## src/rtl/core/grtb_pkg.sv

```systemverilog
// Shared types and constants for the generation ring topic buffer.
// Used by the controller, the datapath, the top level and the checker.
`timescale 1ns / 1ps

package grtb_pkg;

  localparam int DEFAULT_MAX_DEPTH    = 128;
  localparam int DEFAULT_MESSAGE_BITS = 64;

  // APB register map: register i at byte address 4*i.
  localparam int PADDR_W = 3;
  localparam int PDATA_W = 32;
  localparam logic REG_QSIZE_LOG2 = 1'b0;
  localparam logic REG_ADVERTISED = 1'b1;

  typedef enum logic [1:0] {
    CMD_WRITE = 2'd0,
    CMD_READ  = 2'd1,
    CMD_QUERY = 2'd2
  } cmd_e;

  typedef enum logic [1:0] {
    S_IDLE,
    S_EXEC,
    S_LOAD
  } state_e;

  // Commands from the controller to the datapath.
  typedef struct packed {
    logic latch;  // capture the input beat
    logic exec;   // slot access and counter update
    logic load;   // move the result into the output register
  } ctrl_t;

endpackage

```

## src/rtl/core/grtb_ctrl.sv

```systemverilog
// Sequencing state machine of the generation ring topic buffer.
// Depends on grtb_pkg; drives the handshakes and the datapath commands.
`timescale 1ns / 1ps

module grtb_ctrl import grtb_pkg::*; (
  input  logic  clk_i,
  input  logic  rst_ni,
  input  logic  in_valid_i,
  output logic  in_ready_o,
  output logic  out_valid_o,
  input  logic  out_ready_i,
  output ctrl_t ctrl_o
);

  state_e state_q, state_d;
  logic   out_valid_q, out_valid_d;

  always_ff @(posedge clk_i or negedge rst_ni) begin
    if (!rst_ni) begin
      state_q     <= S_IDLE;
      out_valid_q <= 1'b0;
    end else begin
      state_q     <= state_d;
      out_valid_q <= out_valid_d;
    end
  end

  always_comb begin
    state_d     = state_q;
    ctrl_o      = '0;
    in_ready_o  = 1'b0;
    out_valid_d = out_valid_q && !out_ready_i;
    unique case (state_q)
      S_IDLE: begin
        in_ready_o = 1'b1;
        if (in_valid_i) begin
          ctrl_o.latch = 1'b1;
          state_d      = S_EXEC;
        end
      end
      S_EXEC: begin
        ctrl_o.exec = 1'b1;
        state_d     = S_LOAD;
      end
      S_LOAD: begin
        // Wait until the output register is free or is being emptied.
        if (!out_valid_q || out_ready_i) begin
          ctrl_o.load = 1'b1;
          out_valid_d = 1'b1;
          state_d     = S_IDLE;
        end
      end
      default: state_d = S_IDLE;
    endcase
  end

  assign out_valid_o = out_valid_q;

endmodule

```

## config.mk

```make
export PLATFORM = sky130hd
export DESIGN_NAME = grtb_ctrl
export DESIGN_NICKNAME = d
export VERILOG_FILES = /design/src/rtl/core/grtb_pkg.sv /design/src/rtl/core/grtb_ctrl.sv
export SDC_FILE = /design/constraint.sdc
export NUM_CORES = 1
export LEC_CHECK = 0
export BUFFER_PORTS_ARGS = -buffer_cell sky130_fd_sc_hd__buf_2
export CAP_MARGIN = 0
export CELL_PAD_IN_SITES_DETAIL_PLACEMENT = 0
export CELL_PAD_IN_SITES_GLOBAL_PLACEMENT = 2
export CORE_AREA = 2 2 39 41
export DETAILED_ROUTE_END_ITERATION = 10
export DIE_AREA = 0 0 41 43
export GPL_TIMING_DRIVEN = 0
export PLACE_DENSITY = 0.54
export SETUP_SLACK_MARGIN = 0.1
export SLEW_MARGIN = 15
export SYNTH_ARGS = -nofsm -noshare
export SYNTH_HDL_FRONTEND = slang
export SYNTH_SLANG_ARGS = --single-unit
```

## constraint.sdc

```tcl
create_clock -name clk_i -period 0.8 [get_ports clk_i]
set_input_delay 0 -clock clk_i [delete_from_list [all_inputs] [get_ports clk_i]]
set_output_delay 0 -clock clk_i [all_outputs]
set_load 0.1 [all_outputs]
```

After elaboration in Yosys (flattened, before gate mapping)
Cells that the tools add are included.
{"block": "word_totals", "regBits": 3, "output_inout_bits": 5}
{"block": "classes", "muxes": 11, "n_eq_ne": 4, "n_reduce_logical": 6}
{"cell": "2-to-1 mux 1 bit", "count": 8}
{"cell": "one-hot mux 2 bit (3 select lines)", "count": 1}
{"cell": "2-to-1 mux 2 bit", "count": 2}
{"cell": "inequality test 2 bit, second input constant", "count": 2}
{"cell": "== test 2 x 1 -> 1 bit, second input constant", "count": 1}
{"cell": "== test 2 bit, second input constant", "count": 1}
{"cell": "zero test 1 bit", "count": 2}
{"cell": "zero test 2 bit", "count": 1}
{"cell": "AND reduction 2 bit", "count": 1}
{"cell": "logical AND 1 bit", "count": 1}
{"cell": "logical OR 1 bit", "count": 1}

Depth between registers and ports, before layout
{"block": "logic_depth", "ltp_word": 4, "mapped_depth": 2}

Worst setup path before layout
OpenSTA, ideal clock, no wires.
{"block": "synth_timing", "kind": "reg-to-output", "startpoint": "reg out_valid_q, in the netlist out_valid_o", "endpoint": "out ctrl_o[0] (netlist bit)", "slack_ns": -1.544, "arrival_time_ns": 2.344, "path_buffers": 0, "stages_incl_launch_ff": 3, "t_required_ns": 0.800, "cell_sequence": "dfrtp_1 > nand2b_1 > nor2b_1"}
{"element": "from (decl)", "line": "grtb_ctrl.sv:16", "text": "logic out_valid_q, out_valid_d;"}
{"element": "from (signal assigned)", "line": "grtb_ctrl.sv:24", "text": "out_valid_q <= out_valid_d;"}
{"element": "to (decl)", "line": "grtb_ctrl.sv:12", "text": "output ctrl_t ctrl_o"}

==> results.py <==
metrics = {
    "clock_network": {
        "clk_latency_ns": 0.24,
        "cts_inserted_buffers": 3,
        "cts_tree": "done",
        "cts.sinks": 3,
        "cts_buffer_depth": 2,
        "htree_levels": 1,
        "clock_tree.root_cell": "clkbuf_4",
        "clk_pin_slew_ns": 0.04,
    },
    "floorplan": {
        "fp.coreArea_um2": 1380,
        "die_y_um": 43,
        "die-area_um2": 1760,
        "io_pins": 9,
        "rows": 14,
        "start_util_pct": 9.58,
        "die_x_um": 41,
    },
    "sta": {
        "holdWs_ns": 0.0319,
        "layout_setup_ws_ns": -0.334,
        "clock_skew_ns": 0.00254,
        "fin_setup_tns_ns": -1.58,
        "fmax_ghz": 0.882,
        "hold_violations": 0,
        "tightest_slew_ns": 0.278,
        "rsz0062_at_grt": "yes",
        "slew_headroom_pct": 81.6,
        "fin_crit_ns": 1.13,
        "final.period_utilization_pct": 142,
        "setup_viol": 8,
        "final_max_slew_viol_count": 0,
    },
    "setup_path": {
        "crit_fanout": 3,
        "setup.worst_path.start_class": "register",
        "critical_path_arrival_ns": 1.13,
        "cpMaxStageDelayCell": "dfrtp_2",
        "critPathKind": "reg -> out",
        "crit_chain": "nor2_4 -> and2_4 -> buf_12",
        "crit_required_ns": 0.80,
        "critPathMaxStageDelay_ns": 0.45,
        "crit_path_end_kind": "output pin",
    },
    "detailed_routing": {
        "vias_per_cell": 3.31,
        "ant_nets": 0,
        "avgRoutedWirePerCell_um": 8.58,
        "dr.pass1.iters": 1,
        "drtIter0Drc": 0,
        "vias": 149,
        "drc": 0,
        "wirelength_um": 386,
    },
    "grt": {
        "grt_first_pass_wirelength_um": 621,
        "grt_max_degree": 4,
        "track_usage_pct": 6.24,
        "antenna_found_initial": 0,
        "grt_overflow_total": 0,
        "first_global_vias": 150,
    },
    "logic_synthesis": {
        "yosys-top-cells-area": "dfrtp_1 57%, and2_1 9.4%, nand2b_1 9.4%",
        "yosysTopAreaCell": "dfrtp_1",
        "yosysTopAreaCellShare_pct": 56.6,
        "synth.distinct_cells": 8,
        "yosys_warnings": 0,
        "seq_area_frac_synth_pct": 56.6,
        "netlist_area_um2": 133,
        "netlist_instances": 12,
        "syn_nets": 16,
        "avgSynthCellArea_um2": 11.1,
        "ys_seq_elements": 3,
    },
    "place": {
        "port-buffer-count": 8,
        "preCtsSetupSlack_ns": -0.367,
        "gp_congestion": 0.500,
    },
    "run_status": {
        "status": "finished, violations left",
        "failed_checks": "negative setup slack",
    },
    "worst_hold_path": {
        "hold_class": "in -> reg",
    },
    "cells_and_area": {
        "antenna_cells": 0,
        "fill_cells": 137,
        "nets": 34,
        "drive_gt1_share_pct": 75.9,
        "layout_commonest_cell": "buf_12",
        "syn_to_final_growth_pct": 180,
        "layout_common_cells": "4 x buf_12, 3 x clkbuf_4, 3 x buf_2",
    },
    "job": {
        "maxCapViolCount": 0,
    },
}
==> state kept, by name (all words and copies together), names as in the netlist <==
register	flops
state_q	2
out_valid_o	1
==> final timing paths <==
check,start,endpoint,slack [ns],cells past startpoint
worst min-delay path,out_ready_i,out_valid_o$_DFF_PN0_,0.03,3
min in group asynchronous,rst_ni,state_q[0]$_DFFE_PN0P_,0.09,2
worst max-delay path,state_q[1]$_DFFE_PN0P_,ctrl_o[2],-0.33,3
max in group asynchronous,rst_ni,out_valid_o$_DFF_PN0_,0.59,2
worst min register to register,out_valid_o$_DFF_PN0_,out_valid_o$_DFF_PN0_,0.56,2
worst max register to register,state_q[0]$_DFFE_PN0P_,state_q[1]$_DFFE_PN0P_,-0.14,3
==> logic make-up after synthesis <==
kind of cell / after synthesis / synth area share (%)
simple gates: 8 / 37.7
flops: 3 / 56.6
compound gates: 1 / 5.66
==> timing repair <==
| item | 4_1_cts | 5_1_grt |
|---|---|---|
| endpoints found under the setup margin | 8 | 8 |
| resized for setup | 20 | 1 |
| hold endpoints to repair | 4 | 0 |
| setup buffers | 2 | 1 |
| hold buffers | 2 | 0 |
==> worst max-delay path: cells and delay by family, from the launching register on <==
kind | cells | cell delay (ns)
DFF | 1 | 0.45
and+or+nand+nor | 2 | 0.28
buffers and inverters | 1 | 0.16
==> cells in the mapped netlist (all sizes together) <==
master / instances
nand2: 1
o21bai: 1
and2: 2
nand2b: 2
nor2b: 2
dfrtp: 3
nor2: 1
==> through the flow <==
| step | instances | util, % | area, um2 |
|---|---|---|---|
| floorplan | 12 | - | 164 |
| global placement | 36 | 16.2 | 224 |
| detailed placement | 36 | 16.2 | 224 |
| CTS | 44 | 26.0 | 360 |
| global route | 45 | 26.9 | 372 |
| finish | 45 | 26.9 | 372 |
==> layout make-up <==
class / instances / area (um2) / share of cell area, %
clock buffer: 4 / 26.3 / 7.07
multi-input combinational: 9 / 92.6 / 24.9
sequential: 3 / 80.1 / 21.5
tap: 16 / 20.0 / 5.39
timing repair buffer: 13 / 153 / 41.1
==> per-layer routing <==
metal / part of all wire, % / vias up / routed length [um] / track usage, %
met4: 0 / 0 / 0 / 4.00
met1: 44 / 67 / 169 / 5.84
met3: 15 / 0 / 57 / 8.38
met5: 0 / - / 0 / 0
li1: - / 71 / - / -
met2: 41 / 11 / 159 / 6.88
Power is left out: the tool's default activity adds up to more than one toggle a clock period on the data nets, which glitch-free logic cannot reach.
